## config.mk

```make
export PLATFORM = sky130hd
export DESIGN_NAME = priority_retry_dispatcher
export DESIGN_NICKNAME = d
export VERILOG_FILES = /design/src/hdl/prd_pkg.sv /design/src/hdl/prd_store.sv /design/src/hdl/prd_ctrl.sv /design/src/hdl/priority_retry_dispatcher.sv
export SDC_FILE = /design/constraint.sdc
export NUM_CORES = 1
export LEC_CHECK = 0
export BUFFER_PORTS_ARGS = -buffer_cell sky130_fd_sc_hd__buf_2
export CAP_MARGIN = 20
export CORE_MARGIN = 2
export CORE_UTILIZATION = 45
export CTS_BUF_LIST = sky130_fd_sc_hd__clkbuf_8
export CTS_CLUSTER_SIZE = 25
export DETAILED_ROUTE_END_ITERATION = 10
export GPL_TIMING_DRIVEN = 0
export PLACE_DENSITY = 0.65
export SLEW_MARGIN = 5
export SYNTH_ARGS = -nofsm -noshare
export SYNTH_HDL_FRONTEND = slang
export SYNTH_HIERARCHICAL = 1
export SYNTH_SLANG_ARGS = --single-unit
```

## constraint.sdc

```tcl
create_clock -name clock -period 9.3 [get_ports clock]
set_input_delay 0 -clock clock [delete_from_list [all_inputs] [get_ports clock]]
set_output_delay 0 -clock clock [all_outputs]
set_load 0.1 [all_outputs]
```

## src/hdl/prd_pkg.sv

```systemverilog
// Package for the priority retry dispatcher: widths, codes, payload and control types.
`default_nettype none
package prd_pkg;

   // Field widths fixed by the interface
   localparam int FUNC_W   = 2;
   localparam int ID_W     = 16;
   localparam int PRIO_W   = 4;
   localparam int ATT_W    = 4;
   localparam int SEQ_W    = 32;
   localparam int STATUS_W = 4;
   localparam int BOFF_W   = 24;
   localparam int STAT_W   = 16;
   localparam int OCC_W    = 5;
   localparam int LIMIT_W  = 4;
   localparam int BASE_W   = 10;
   localparam int CSR_IDX_W  = 1;
   localparam int CSR_DATA_W = 10;

   // Default sizing
   localparam int DEF_QUEUE_DEPTH  = 16;
   localparam int DEF_MAX_PRIORITY = 10;

   // Configuration register indexes and reset values
   localparam logic [CSR_IDX_W-1:0] CSR_RETRY_LIMIT  = 1'd0;
   localparam logic [CSR_IDX_W-1:0] CSR_BACKOFF_BASE = 1'd1;
   localparam logic [LIMIT_W-1:0]   RETRY_LIMIT_RESET  = 4'd2;
   localparam logic [BASE_W-1:0]    BACKOFF_BASE_RESET = 10'd100;

   // Function codes
   localparam logic [FUNC_W-1:0] FUNC_ENQUEUE  = 2'd0;
   localparam logic [FUNC_W-1:0] FUNC_DISPATCH = 2'd1;
   localparam logic [FUNC_W-1:0] FUNC_REPORT   = 2'd2;

   // Response status codes
   localparam logic [STATUS_W-1:0] RSP_ENQUEUED   = 4'd0;
   localparam logic [STATUS_W-1:0] RSP_FULL       = 4'd1;
   localparam logic [STATUS_W-1:0] RSP_DISPATCHED = 4'd2;
   localparam logic [STATUS_W-1:0] RSP_EMPTY      = 4'd3;
   localparam logic [STATUS_W-1:0] RSP_BUSY       = 4'd4;
   localparam logic [STATUS_W-1:0] RSP_SUCCESS    = 4'd5;
   localparam logic [STATUS_W-1:0] RSP_REQUEUED   = 4'd6;
   localparam logic [STATUS_W-1:0] RSP_FINAL_FAIL = 4'd7;
   localparam logic [STATUS_W-1:0] RSP_DROPPED    = 4'd8;
   localparam logic [STATUS_W-1:0] RSP_NONE       = 4'd9;

   localparam logic [STAT_W-1:0] STAT_MAX = 16'hFFFF;

   typedef struct packed {
      logic [FUNC_W-1:0] func;
      logic [ID_W-1:0]   job_id;
      logic [PRIO_W-1:0] priority_req;
      logic              failed;
   } req_type;

   typedef struct packed {
      logic [STATUS_W-1:0] status;
      logic [ID_W-1:0]     out_job_id;
      logic [PRIO_W-1:0]   out_priority;
      logic [ATT_W-1:0]    out_attempt;
      logic [BOFF_W-1:0]   backoff_ms;
      logic [STAT_W-1:0]   success_count;
      logic [STAT_W-1:0]   failure_count;
      logic [OCC_W-1:0]    occupancy;
   } rsp_type;

   // One stored job
   typedef struct packed {
      logic [ID_W-1:0]   id;
      logic [PRIO_W-1:0] prio;
      logic [ATT_W-1:0]  attempt;
      logic [SEQ_W-1:0]  seq;
   } entry_type;

   // Store write strobes
   typedef struct packed {
      logic wr_en;
      logic clr_en;
   } store_cmd_type;

   typedef enum logic [1:0] {
      S_IDLE,
      S_SCAN,
      S_FIN
   } state_type;

endpackage
`default_nettype wire

```

## src/hdl/prd_store.sv

```systemverilog
// Job store: synchronous entry memory with per-slot valid flags and registered read.
`default_nettype none
module prd_store
   import prd_pkg::*;
#(
   parameter int QUEUE_DEPTH = DEF_QUEUE_DEPTH,
   localparam int IDX_W = $clog2(QUEUE_DEPTH)
) (
   input  wire logic          clock,
   input  wire logic          reset,
   input  wire store_cmd_type st_cmd,
   input  wire logic [IDX_W-1:0] st_wr_addr,
   input  wire entry_type     st_wr_data,
   input  wire logic [IDX_W-1:0] st_rd_addr,
   output entry_type          st_rd_data,
   output logic               st_rd_valid
);

   entry_type mem [QUEUE_DEPTH];
   logic [QUEUE_DEPTH-1:0] valid_ff;
   entry_type rd_data_ff;
   logic      rd_valid_ff;

   // Entry write port
   always_ff @(posedge clock) begin
      if (st_cmd.wr_en) begin
         mem[st_wr_addr] <= st_wr_data;
      end
   end

   // Registered read port
   always_ff @(posedge clock) begin
      rd_data_ff  <= mem[st_rd_addr];
      rd_valid_ff <= valid_ff[st_rd_addr];
   end

   // Valid flags, cleared at reset
   always_ff @(posedge clock) begin
      if (reset) begin
         valid_ff <= '0;
      end else if (st_cmd.wr_en) begin
         valid_ff[st_wr_addr] <= 1'b1;
      end else if (st_cmd.clr_en) begin
         valid_ff[st_wr_addr] <= 1'b0;
      end
   end

   assign st_rd_data  = rd_data_ff;
   assign st_rd_valid = rd_valid_ff;

endmodule
`default_nettype wire

```

## src/hdl/prd_ctrl.sv

```systemverilog
// Dispatcher control: transaction sequencer, store scan, running job and counters.
`default_nettype none
module prd_ctrl
   import prd_pkg::*;
#(
   parameter int QUEUE_DEPTH  = DEF_QUEUE_DEPTH,
   parameter int MAX_PRIORITY = DEF_MAX_PRIORITY,
   localparam int IDX_W = $clog2(QUEUE_DEPTH),
   localparam int CNT_W = $clog2(QUEUE_DEPTH + 1)
) (
   input  wire logic                  clock,
   input  wire logic                  reset,
   input  wire logic                  req_valid,
   output logic                       req_ready,
   input  wire req_type               req_payload,
   output logic                       rsp_valid,
   input  wire logic                  rsp_ready,
   output rsp_type                    rsp_payload,
   input  wire logic                  csr_we,
   input  wire logic [CSR_IDX_W-1:0]  csr_index,
   input  wire logic [CSR_DATA_W-1:0] csr_wdata,
   output store_cmd_type              st_cmd,
   output logic [IDX_W-1:0]           st_wr_addr,
   output entry_type                  st_wr_data,
   output logic [IDX_W-1:0]           st_rd_addr,
   input  wire entry_type             st_rd_data,
   input  wire logic                  st_rd_valid
);

   localparam logic [CNT_W-1:0]  DEPTH_C = CNT_W'(QUEUE_DEPTH);
   localparam logic [PRIO_W-1:0] PMAX_C  = PRIO_W'(MAX_PRIORITY);

   state_type state_ff, state_in;

   req_type            req_ff;
   logic [LIMIT_W-1:0] retry_ff;
   logic [BASE_W-1:0]  base_ff;
   logic [SEQ_W-1:0]   seq_ff;
   logic [CNT_W-1:0]   count_ff, count_in;
   logic [STAT_W-1:0]  succ_ff, succ_in;
   logic [STAT_W-1:0]  fail_ff, fail_in;
   logic               run_valid_ff, run_valid_in;
   entry_type          run_ff, run_in;

   // Scan bookkeeping
   logic [CNT_W-1:0] iss_ff;
   logic             pend_ff;
   logic [IDX_W-1:0] pidx_ff;
   entry_type        best_ff;
   logic [IDX_W-1:0] best_idx_ff;
   logic             best_found_ff;
   logic [IDX_W-1:0] free_idx_ff;
   logic             free_found_ff;

   logic               rsp_valid_ff;
   rsp_type            rsp_ff, res;

   logic accept, issue, rsp_free, commit, need_scan;
   logic put_en, take_en;
   logic [PRIO_W-1:0] clamp_prio;
   logic [SEQ_W-1:0]  seq_diff;
   logic              cand_better;
   entry_type         put_entry;

   assign accept   = req_valid && req_ready;
   assign rsp_free = !rsp_valid_ff || rsp_ready;
   assign issue    = (state_ff == S_SCAN) && (iss_ff != DEPTH_C);

   // Decide at accept whether the store must be swept
   always_comb begin
      case (req_payload.func)
         FUNC_ENQUEUE:  need_scan = (count_ff != DEPTH_C);
         FUNC_DISPATCH: need_scan = !run_valid_ff && (count_ff != '0);
         FUNC_REPORT:   need_scan = run_valid_ff && req_payload.failed &&
                                    (run_ff.attempt < retry_ff) && (count_ff != DEPTH_C);
         default:       need_scan = 1'b0;
      endcase
   end

   // Next state
   always_comb begin
      state_in = state_ff;
      case (state_ff)
         S_IDLE: if (req_valid) begin
            state_in = need_scan ? S_SCAN : S_FIN;
         end
         S_SCAN: if ((iss_ff == DEPTH_C) && !pend_ff) begin
            state_in = S_FIN;
         end
         S_FIN: if (rsp_free) begin
            state_in = S_IDLE;
         end
         default: state_in = S_IDLE;
      endcase
   end

   // Control outputs
   always_comb begin
      req_ready     = (state_ff == S_IDLE);
      commit        = (state_ff == S_FIN) && rsp_free;
      st_cmd.wr_en  = commit && put_en;
      st_cmd.clr_en = commit && take_en;
      st_rd_addr    = iss_ff[IDX_W-1:0];
   end

   // Candidate compare: higher priority, or equal priority and older tag
   assign seq_diff    = st_rd_data.seq - best_ff.seq;
   assign cand_better = !best_found_ff || (st_rd_data.prio > best_ff.prio) ||
                        ((st_rd_data.prio == best_ff.prio) && seq_diff[SEQ_W-1]);

   always_comb begin
      if (req_ff.priority_req == '0) begin
         clamp_prio = PRIO_W'(1);
      end else if (req_ff.priority_req > PMAX_C) begin
         clamp_prio = PMAX_C;
      end else begin
         clamp_prio = req_ff.priority_req;
      end
   end

   // Outcome of the transaction and the state it leaves
   always_comb begin
      res          = '0;
      res.status   = RSP_NONE;
      put_en       = 1'b0;
      take_en      = 1'b0;
      put_entry    = '0;
      put_entry.seq = seq_ff;
      run_valid_in = run_valid_ff;
      run_in       = run_ff;
      succ_in      = succ_ff;
      fail_in      = fail_ff;
      st_wr_addr   = free_idx_ff;
      case (req_ff.func)
         FUNC_ENQUEUE: begin
            res.out_job_id   = req_ff.job_id;
            res.out_priority = clamp_prio;
            if (count_ff == DEPTH_C) begin
               res.status = RSP_FULL;
            end else begin
               res.status     = RSP_ENQUEUED;
               put_en         = 1'b1;
               put_entry.id   = req_ff.job_id;
               put_entry.prio = clamp_prio;
            end
         end
         FUNC_DISPATCH: begin
            if (run_valid_ff) begin
               res.status       = RSP_BUSY;
               res.out_job_id   = run_ff.id;
               res.out_priority = run_ff.prio;
               res.out_attempt  = run_ff.attempt;
            end else if (!best_found_ff) begin
               res.status = RSP_EMPTY;
            end else begin
               res.status       = RSP_DISPATCHED;
               take_en          = 1'b1;
               st_wr_addr       = best_idx_ff;
               run_valid_in     = 1'b1;
               run_in           = best_ff;
               res.out_job_id   = best_ff.id;
               res.out_priority = best_ff.prio;
               res.out_attempt  = best_ff.attempt;
               if (best_ff.attempt != '0) begin
                  res.backoff_ms = BOFF_W'(BOFF_W'(base_ff) << (best_ff.attempt - 1'b1));
               end
            end
         end
         FUNC_REPORT: begin
            if (run_valid_ff) begin
               run_valid_in     = 1'b0;
               res.out_job_id   = run_ff.id;
               res.out_priority = run_ff.prio;
               res.out_attempt  = run_ff.attempt;
               if (!req_ff.failed) begin
                  res.status = RSP_SUCCESS;
                  succ_in    = (succ_ff == STAT_MAX) ? succ_ff : succ_ff + 1'b1;
               end else if (run_ff.attempt < retry_ff) begin
                  // Retry with aged priority
                  res.out_attempt  = run_ff.attempt + 1'b1;
                  res.out_priority = (run_ff.prio < PMAX_C) ? run_ff.prio + 1'b1 : PMAX_C;
                  if (count_ff != DEPTH_C) begin
                     res.status        = RSP_REQUEUED;
                     put_en            = 1'b1;
                     put_entry.id      = run_ff.id;
                     put_entry.prio    = res.out_priority;
                     put_entry.attempt = res.out_attempt;
                  end else begin
                     res.status = RSP_DROPPED;
                     fail_in    = (fail_ff == STAT_MAX) ? fail_ff : fail_ff + 1'b1;
                  end
               end else begin
                  res.status = RSP_FINAL_FAIL;
                  fail_in    = (fail_ff == STAT_MAX) ? fail_ff : fail_ff + 1'b1;
               end
            end
         end
         default: res.status = RSP_NONE;
      endcase
      count_in = count_ff;
      if (put_en) begin
         count_in = count_ff + 1'b1;
      end else if (take_en) begin
         count_in = count_ff - 1'b1;
      end
      res.success_count = succ_in;
      res.failure_count = fail_in;
      res.occupancy     = OCC_W'(count_in);
   end

   assign st_wr_data = put_entry;

   // Sequencer state
   always_ff @(posedge clock) begin
      if (reset) begin
         state_ff <= S_IDLE;
      end else begin
         state_ff <= state_in;
      end
   end

   // Configuration registers
   always_ff @(posedge clock) begin
      if (reset) begin
         retry_ff <= RETRY_LIMIT_RESET;
         base_ff  <= BACKOFF_BASE_RESET;
      end else if (csr_we) begin
         case (csr_index)
            CSR_RETRY_LIMIT:  retry_ff <= csr_wdata[LIMIT_W-1:0];
            CSR_BACKOFF_BASE: base_ff  <= csr_wdata[BASE_W-1:0];
            default: ;
         endcase
      end
   end

   // Latched request
   always_ff @(posedge clock) begin
      if (accept) begin
         req_ff <= req_payload;
      end
   end

   // Store scan: issue one read a cycle, evaluate each entry in the cycle after its read
   always_ff @(posedge clock) begin
      if (reset) begin
         pend_ff       <= 1'b0;
         iss_ff        <= '0;
         best_found_ff <= 1'b0;
         free_found_ff <= 1'b0;
      end else begin
         pend_ff <= issue;
         if (accept) begin
            iss_ff        <= '0;
            best_found_ff <= 1'b0;
            free_found_ff <= 1'b0;
         end else begin
            if (issue) begin
               iss_ff <= iss_ff + 1'b1;
            end
            if (pend_ff && st_rd_valid && cand_better) begin
               best_found_ff <= 1'b1;
            end
            if (pend_ff && !st_rd_valid) begin
               free_found_ff <= 1'b1;
            end
         end
      end
   end

   always_ff @(posedge clock) begin
      pidx_ff <= iss_ff[IDX_W-1:0];
      if (pend_ff && st_rd_valid && cand_better) begin
         best_ff     <= st_rd_data;
         best_idx_ff <= pidx_ff;
      end
      if (pend_ff && !st_rd_valid && !free_found_ff) begin
         free_idx_ff <= pidx_ff;
      end
   end

   // Job state and statistics, updated at commit
   always_ff @(posedge clock) begin
      if (reset) begin
         seq_ff       <= '0;
         count_ff     <= '0;
         succ_ff      <= '0;
         fail_ff      <= '0;
         run_valid_ff <= 1'b0;
      end else if (commit) begin
         if (put_en) begin
            seq_ff <= seq_ff + 1'b1;
         end
         count_ff     <= count_in;
         succ_ff      <= succ_in;
         fail_ff      <= fail_in;
         run_valid_ff <= run_valid_in;
      end
   end

   always_ff @(posedge clock) begin
      if (commit) begin
         run_ff <= run_in;
      end
   end

   // Response register
   always_ff @(posedge clock) begin
      if (reset) begin
         rsp_valid_ff <= 1'b0;
      end else if (commit) begin
         rsp_valid_ff <= 1'b1;
      end else if (rsp_ready) begin
         rsp_valid_ff <= 1'b0;
      end
   end

   always_ff @(posedge clock) begin
      if (commit) begin
         rsp_ff <= res;
      end
   end

   assign rsp_valid   = rsp_valid_ff;
   assign rsp_payload = rsp_ff;

`ifndef SYNTH
   a_count_bound: assert property (@(posedge clock) disable iff (reset)
      count_ff <= DEPTH_C)
      else $error("waiting count exceeds store depth");

   a_write_at_commit: assert property (@(posedge clock) disable iff (reset)
      (state_ff != S_FIN) |-> !(st_cmd.wr_en || st_cmd.clr_en))
      else $error("store written outside commit");

   a_dispatch_runs: assert property (@(posedge clock) disable iff (reset)
      (commit && (res.status == RSP_DISPATCHED)) |=> run_valid_ff)
      else $error("dispatched job not running");

   a_put_counts: assert property (@(posedge clock) disable iff (reset)
      (commit && put_en) |=> (count_ff == CNT_W'($past(count_ff) + 1'b1)))
      else $error("store insert did not bump the count");
`endif

endmodule
`default_nettype wire

```

## src/hdl/priority_retry_dispatcher.sv

```systemverilog
// Top level of the priority retry dispatcher: control sequencer plus job store.
//
// Usage:
//   Request channel (req_valid/req_ready/req_payload) carries one command:
//   enqueue, dispatch or outcome report. Response channel (rsp_*) returns
//   exactly one result per request, in order. CSR port writes retry_limit
//   (index 0) and backoff_base (index 1); the user must write it only while
//   idle, as the block does not enforce this. Commands that need the store
//   (enqueue with space, dispatch with jobs waiting and none running,
//   requeue after a failure) sweep all QUEUE_DEPTH entries through the
//   store read port, one per cycle. One command is in flight at a time, so
//   a new request is taken only after the previous one has committed.
//   A finished response waits in an output register; the next request is
//   accepted meanwhile, and its result is held in the sequencer until the
//   receiver takes the earlier one.
//   Reset (synchronous) empties the store, clears the running job, the
//   sequence counter and statistics, and restores the register defaults.
`default_nettype none
module priority_retry_dispatcher
   import prd_pkg::*;
#(
   parameter int QUEUE_DEPTH  = DEF_QUEUE_DEPTH,
   parameter int MAX_PRIORITY = DEF_MAX_PRIORITY
) (
   input  wire logic                  clock,
   input  wire logic                  reset,
   input  wire logic                  req_valid,
   output logic                       req_ready,
   input  wire req_type               req_payload,
   output logic                       rsp_valid,
   input  wire logic                  rsp_ready,
   output rsp_type                    rsp_payload,
   input  wire logic                  csr_we,
   input  wire logic [CSR_IDX_W-1:0]  csr_index,
   input  wire logic [CSR_DATA_W-1:0] csr_wdata
);

   localparam int IDX_W = $clog2(QUEUE_DEPTH);

   store_cmd_type    st_cmd;
   logic [IDX_W-1:0] st_wr_addr;
   entry_type        st_wr_data;
   logic [IDX_W-1:0] st_rd_addr;
   entry_type        st_rd_data;
   logic             st_rd_valid;

   prd_ctrl #(
      .QUEUE_DEPTH  (QUEUE_DEPTH),
      .MAX_PRIORITY (MAX_PRIORITY)
   ) u_ctrl (
      .clock       (clock),
      .reset       (reset),
      .req_valid   (req_valid),
      .req_ready   (req_ready),
      .req_payload (req_payload),
      .rsp_valid   (rsp_valid),
      .rsp_ready   (rsp_ready),
      .rsp_payload (rsp_payload),
      .csr_we      (csr_we),
      .csr_index   (csr_index),
      .csr_wdata   (csr_wdata),
      .st_cmd      (st_cmd),
      .st_wr_addr  (st_wr_addr),
      .st_wr_data  (st_wr_data),
      .st_rd_addr  (st_rd_addr),
      .st_rd_data  (st_rd_data),
      .st_rd_valid (st_rd_valid)
   );

   prd_store #(
      .QUEUE_DEPTH (QUEUE_DEPTH)
   ) u_store (
      .clock       (clock),
      .reset       (reset),
      .st_cmd      (st_cmd),
      .st_wr_addr  (st_wr_addr),
      .st_wr_data  (st_wr_data),
      .st_rd_addr  (st_rd_addr),
      .st_rd_data  (st_rd_data),
      .st_rd_valid (st_rd_valid)
   );

endmodule
`default_nettype wire

```

==> results of run 1 <==
[how the worst max path moves through the flow]
| stage | slack, ps | endpoint | depth (start not counted) | from |
|---|---|---|---|---|
| 6_report | 4330 | u_store/mem[4][16]$_DFFE_PP_ | 13 | u_ctrl/req_ff[22]$_DFFE_PP_ |
| 5_1_grt | 4210 | u_store/mem[8][10]$_DFFE_PP_ | 13 | u_ctrl/req_ff[22]$_DFFE_PP_ |
| 4_1_cts | 4470 | u_store/mem[8][10]$_DFFE_PP_ | 13 | u_ctrl/req_ff[22]$_DFFE_PP_ |
| 3_5_place_dp | 4500 | u_store/mem[8][19]$_DFFE_PP_ | 13 | u_ctrl/req_ff[22]$_DFFE_PP_ |
| 3_3_place_gp | 2540 | u_ctrl/best_ff[14]$_DFFE_PP_ | 8 | u_ctrl/best_ff[2]$_DFFE_PP_ |
| 2_1_floorplan | 4740 | u_ctrl/seq_ff[2]$_SDFFE_PP0P_ | 7 | u_ctrl/rsp_valid$_SDFFE_PP0P_ |
[power by group through the flow]
| stage | Combinational, mW | Clock [mW] | Sequential (mW) |
|---|---|---|---|
| 2_1_floorplan | 0.157 | 0 | 6.52 |
| 3_3_place_gp | 0.456 | 0 | 6.34 |
| 3_5_place_dp | 0.470 | 0 | 6.33 |
| 4_1_cts | 0.500 | 4.20 | 6.21 |
| 5_1_grt | 0.524 | 4.45 | 6.21 |
| 6_report | 0.504 | 4.10 | 6.21 |
[critical path: cells and delay by family (launching register included)]
kind / cells / cell delay, ps
buffers and inverters: 6 / 2730
AND/OR/NAND/NOR: 6 / 1260
flip-flops: 1 / 420
adder cells (fa/ha/maj): 1 / 180
[layout by cell type (no fill, tap or decap), drive strengths merged, types with 44 or more instances in the layout]
cell / n
a21oi: 88
a22oi: 116
buf: 215
clkbuf: 278
clkinv: 69
dfxtp: 172
dlygate4sd3: 88
edfxtp: 1096
ha: 52
inv: 159
mux4: 230
nand2: 183
nand3: 44
nor2: 134
o21ai: 50
[state kept, by name, indices dropped and copies added (netlist names), 10 cells and up, named ones only]
register,cells
u_ctrl/base_ff,10
u_ctrl/best_ff,56
u_ctrl/fail_ff,16
u_ctrl/req_ff,23
u_ctrl/rsp_payload,89
u_ctrl/run_ff,24
u_ctrl/seq_ff,32
u_ctrl/succ_ff,16
u_store/mem,896
u_store/st_rd_data,56
[metal layers]
layer	track usage, %	vias up
met5	0	-
met2	36.8	1420
li1	-	12000
met3	4.88	283
met1	28.2	14500
met4	8.67	4
[metrics by stage]
stage	hold WS (ps)	std cells	setup slack, ps	total power [mW]
detailed placement	179	4345	4500	6.80
global route	174	4786	4210	11.2
finish	208	4786	4330	10.8
CTS	107	4782	4470	10.9
global placement	180	4319	2540	6.79
floorplan	98.9	2777	4740	6.67
[cell type report]
type	count	area, µm²
inverters	81	344
plain buffers	139	673
repair buffers	244	2140
clock buffers	198	2730
well taps	1414	1770
multi-input cells	1289	11900
fillers	8622	52100
flip-flops and latches	1268	36400
clock inverters	151	711
diodes	2	5.00
[cell families after synthesis]
group | synth area share (%)
and+or+nand+nor | 4.89
DFF | 73.8
AOI/OAI and AO/OA | 5.47
adders and majority gates | 1.32
muxes | 11.2
xor gates and xnor gates | 1.32
buffers and inverters | 1.98
==> impl_metrics.tcl, run 1 <==
set metrics [dict create \
    avgSynthCellArea_um2 17.7 \
    cts_max_path_buffers 3 \
    setup_viol 0 \
    async_flop_share_pct 0 \
    cts_tree "done" \
    cp-start-kind "flip-flop" \
    die-area_mm2 0.112 \
    finalHoldViolCount 0 \
    grt.overflow.total 0 \
    syn-num-nets 2868 \
    insertion_delay_ps 870 \
    synth_area_leader_cell "edfxtp_1" \
    final_util_pct 52.1 \
    p_sw_share_pct 23.1 \
    grt_max_degree 46 \
    syn_to_final_growth_pct 15.0 \
    maxCapViolCount 0 \
    pin_count 130 \
    critPathSlowestCell "clkbuf_1" \
    synth_cells 2777 \
    nets 3303 \
    cp_cell_sequence "inv_1 -> ha_1 -> nor2b_1 -> and2_1 -> clkbuf_1 -> clkbuf_1 -> nand2_1 -> nand2_1 -> clkbuf_1 -> nor2b_1 -> nand2_1 -> inv_4 -> buf_16" \
    vdd_drop_max_mv 0.0985 \
    ys_ff_latch 1268 \
    p_int_mw 8.32 \
    power_density_mw_per_mm2 191 \
    hold_depth 3 \
    dr.pass1.iters 8 \
    timing.rr.end "u_store/mem[4][16]$_DFFE_PP_" \
    wl_met3_mm 10.2 \
    synth-warning-count 6 \
    finClkSkew_ps 60.3 \
    synth-edff-count 1096 \
    wl_mm 124 \
    yosys-top-cells-count "1,096 x edfxtp_1, 230 x mux4_2, 181 x nand2_1" \
    max-slew-margin-rel_pct 23.4 \
    worst-setup-path-type "flip-flop to flip-flop" \
    first_global_vias 28800 \
    timing.final.crit_share_pct 53.4 \
    maxSlewViolCount 0 \
    antenna_found_initial 9 \
    synthTopCellsByArea "edfxtp_1 67%, mux4_2 11%, dfxtp_1 7.0%" \
    final_antenna_net_count 0 \
    worst_hold_path_type "input pin to flip-flop" \
    wl_met2_mm 61.4 \
    setup_tns_ps 0 \
    post-route-min-period_ps 4970 \
    p_clk_share_pct 37.9 \
    r2r_slack_ps 4330 \
    die_h_um 335 \
    dieWidth_um 335 \
    post_cts_resize_count 0 \
    vias 28100 \
    viasPerCell 5.88 \
    rsz0062_at_grt "false" \
    r2r_cells 13 \
    p_switching_mw 2.50 \
    synth_area_mm2 0.0492 \
    initial_core_util_pct 45.3 \
    port_buffers 128 \
    r2r_start "u_ctrl/req_ff[22]$_DFFE_PP_" \
    max_freq_mhz 201 \
    grt_usage_pct 22.1 \
    core_mm2 0.109 \
    combinationalPowerShare_pct 4.7 \
    ys_seq_area_share_pct 73.8 \
    ys.flop_type "edfxtp_1" \
    clkSinkCount 1268 \
    clkSlewWorstSetupHoldPaths_ps 70 \
    critPathMaxFanout 36 \
    min_from "reset" \
    ctsHoldBuffers 88 \
    critPathArrivalTime_ps 5480 \
    post_cts_buffers 0 \
    rows 121 \
    drc 0 \
    max_stage_delay_ps 870 \
    gp_congestion 0.883 \
    drt-wirelength-per-cell_um 25.9 \
    dpl-instance-area_mm2 0.0523 \
    cts_root_buf "clkbuf_8" \
    wl_met1_mm 48.1 \
    synth.most_common_cell "edfxtp_1" \
    grt_pass1_wl_mm 181 \
    cp.required_ps 9810 \
    drive_gt1_share_pct 21.1 \
    synth.distinct_cells 76 \
    synth.top_cell.area_share_pct 66.8 \
    p_leak_nw 17.2 \
    numCtsBuffers 189 \
    hpwl_mm 78.4 \
    drt_iter0_drc 2975 \
    outcome "completed" \
    worst_pin_slew_ps 1150 \
    topRoutingLayerUsed "met5" \
    design_area_mm2 0.0566 \
    h-tree-depth 4 \
    pwr-share-seq_pct 57.4 \
    end_kind "flip-flop" \
]
Note: power is estimated with default switching activity, not from simulation.
==> run 2, diff against run 1 <==
==> constraint.sdc (replaced) <==
create_clock -name clock -period 5.02 [get_ports clock]
set_input_delay 0 -clock clock [delete_from_list [all_inputs] [get_ports clock]]
set_output_delay 0 -clock clock [all_outputs]
set_load 0.1 [all_outputs]
==> run 2 against run 1 <==
Register-to-register slack worse by 4000 ps. Critical endpoint is now u_store/mem[12][21]$_DFFE_PP_. First-iteration DRC count down 1.8%. Worst hold slack improved by 4.9 ps. Clock power increased by 85%. Design area is essentially flat. Global-route usage stayed put. Non-clock buffer count unchanged. Worst setup slack got worse by 4000 ps. Maximum frequency up 6.2%. Routed wire length about the same.
==> impl_metrics.tcl, run 2 (synthesis results as in run 1) <==
set metrics [dict create \
    pwr-share-seq_pct 57.4 \
    clkSlewWorstSetupHoldPaths_ps 60 \
    end_kind "flip-flop" \
    worst_slack_ps 344 \
    hpwl_mm 78.4 \
    p_switching_mw 4.62 \
    use_met1_pct 28.2 \
    use_met3_pct 4.88 \
    cp-start-kind "flip-flop" \
    cts_max_path_buffers 3 \
    use_met2_pct 36.8 \
    dieWidth_um 335 \
    first_global_vias 28800 \
    mostFrequentLayoutCells "1,096 x edfxtp_1, 230 x mux4_2, 199 x clkbuf_8" \
    setup_viol 0 \
    die-area_mm2 0.112 \
    rsz0062_at_grt "false" \
    initial_core_util_pct 45.3 \
    final_common_cell "edfxtp_1" \
    grt_usage_pct 22.1 \
    place_ws_ps 220 \
    drt-wirelength-per-cell_um 25.8 \
    dpl-instance-area_mm2 0.0523 \
    syn_to_final_growth_pct 15.0 \
    p_int_mw 15.4 \
    cp.required_ps 5510 \
    final_antenna_net_count 0 \
    maxCapViolCount 0 \
    max_freq_mhz 214 \
    worst_pin_slew_ps 1130 \
    finalHoldViolCount 0 \
    combinationalPowerShare_pct 4.7 \
    worst-setup-path-type "flip-flop to flip-flop" \
    cts_tree "done" \
    critPathArrivalTime_ps 5160 \
    h-tree-depth 4 \
    power_density_mw_per_mm2 354 \
    die_h_um 335 \
    p_clk_share_pct 37.9 \
    numCtsBuffers 189 \
    hold_ws_ps 213 \
    grt_pass1_wl_mm 181 \
    dr.pass1.iters 6 \
    gp_congestion 0.883 \
    grt_max_degree 46 \
    timing.final.crit_share_pct 93.1 \
    design_area_mm2 0.0566 \
    worst_hold_path_type "input pin to flip-flop" \
    hold_depth 4 \
    outcome "completed" \
    drt_iter0_drc 2920 \
    viasPerCell 5.88 \
    p_sw_share_pct 23.1 \
    busiest_layer "met2" \
    antenna_found_initial 9 \
    finClkSkew_ps 60.2 \
    p_leak_nw 17.2 \
    nets 3303 \
    post-route-min-period_ps 4680 \
    clkSinkCount 1268 \
    final_util_pct 52.1 \
    top_register "u_store/mem" \
    drc 0 \
    largest_reg_flops 896 \
    grt.overflow.total 0 \
    insertion_delay_ps 860 \
    wl_mm 124 \
    cts_root_buf "clkbuf_8" \
    pin_count 130 \
    vias 28200 \
    rows 121 \
    setup_tns_ps 0 \
    drive_gt1_share_pct 21.1 \
    vdd_drop_max_mv 0.181 \
    r2r_cells 9 \
    core_mm2 0.109 \
    maxSlewViolCount 0 \
    critPathMaxFanout 35 \
    port_buffers 128 \
    max-slew-margin-rel_pct 24.6 \
]
run 2: cell count changes in the layout (fill, tap and decap cells not counted), sizes merged:
| cell | change |
|---|---|
| diode | +1 |
run 2: area by class of cell:
class | count | area [µm²]
buffer | 139 | 674
fill | 8621 | 52100
antenna | 3 | 7.51
inverter | 81 | 344
sequential | 1268 | 36400
clock inverter | 151 | 711
clock buffer | 198 | 2730
timing repair buffer | 244 | 2140
tap | 1414 | 1770
multi-input combinational | 1289 | 11900
run 2: repair_timing:
item | 4_1_cts | 5_1_grt
hold buffers | 88 | 0
endpoints found under the setup margin | 0 | 89
gates resized for setup | 0 | 3
hold endpoints to repair | 90 | 0
setup buffers | 0 | 0
run 2: worst max-delay path, cell delays in order, from the launching register on:
cell and delay (ps):
edfxtp_1 490, ha_1 310, or2_1 220, a21oi_1 330
o211ai_1 370, a21oi_1 680, nor3b_1 780, nand3_1 290
inv_4 480, buf_16 330
run 2: per-layer routing:
metal | share of wire, % | wire length [µm]
met1 | 39 | 48300
met2 | 50 | 61400
met3 | 8.1 | 10000
met4 | 3.1 | 3880
met5 | 0.020 | 25
run 2: power by group through the flow:
stage | registers, mW | logic, mW | clock network (mW)
final | 11.5 | 0.934 | 7.59
after global routing | 11.5 | 0.972 | 8.24
after CTS | 11.5 | 0.928 | 7.78
after detailed placement | 11.7 | 0.871 | 0
after global placement | 11.7 | 0.846 | 0
after floorplan | 12.1 | 0.291 | 0
run 2: worst paths after layout:
| path | from | endpoint | slack (ps) |
|---|---|---|---|
| max | u_ctrl/run_ff[34]$_DFFE_PP_ | u_store/mem[12][21]$_DFFE_PP_ | 340 |
| min | rsp_ready | u_ctrl/rsp_valid$_SDFFE_PP0P_ | 210 |
| max reg2reg | u_ctrl/run_ff[34]$_DFFE_PP_ | u_store/mem[12][21]$_DFFE_PP_ | 340 |
| min reg2reg | u_store/st_rd_data[34]$_DFF_P_ | u_ctrl/best_ff[34]$_DFFE_PP_ | 400 |
run 2: per-stage QoR:
step | instances | total power [mW]
finish | 4787 | 20.0
global route | 4786 | 20.7
CTS | 4782 | 20.2
detailed placement | 4345 | 12.6
global placement | 4319 | 12.6
floorplan | 2777 | 12.4
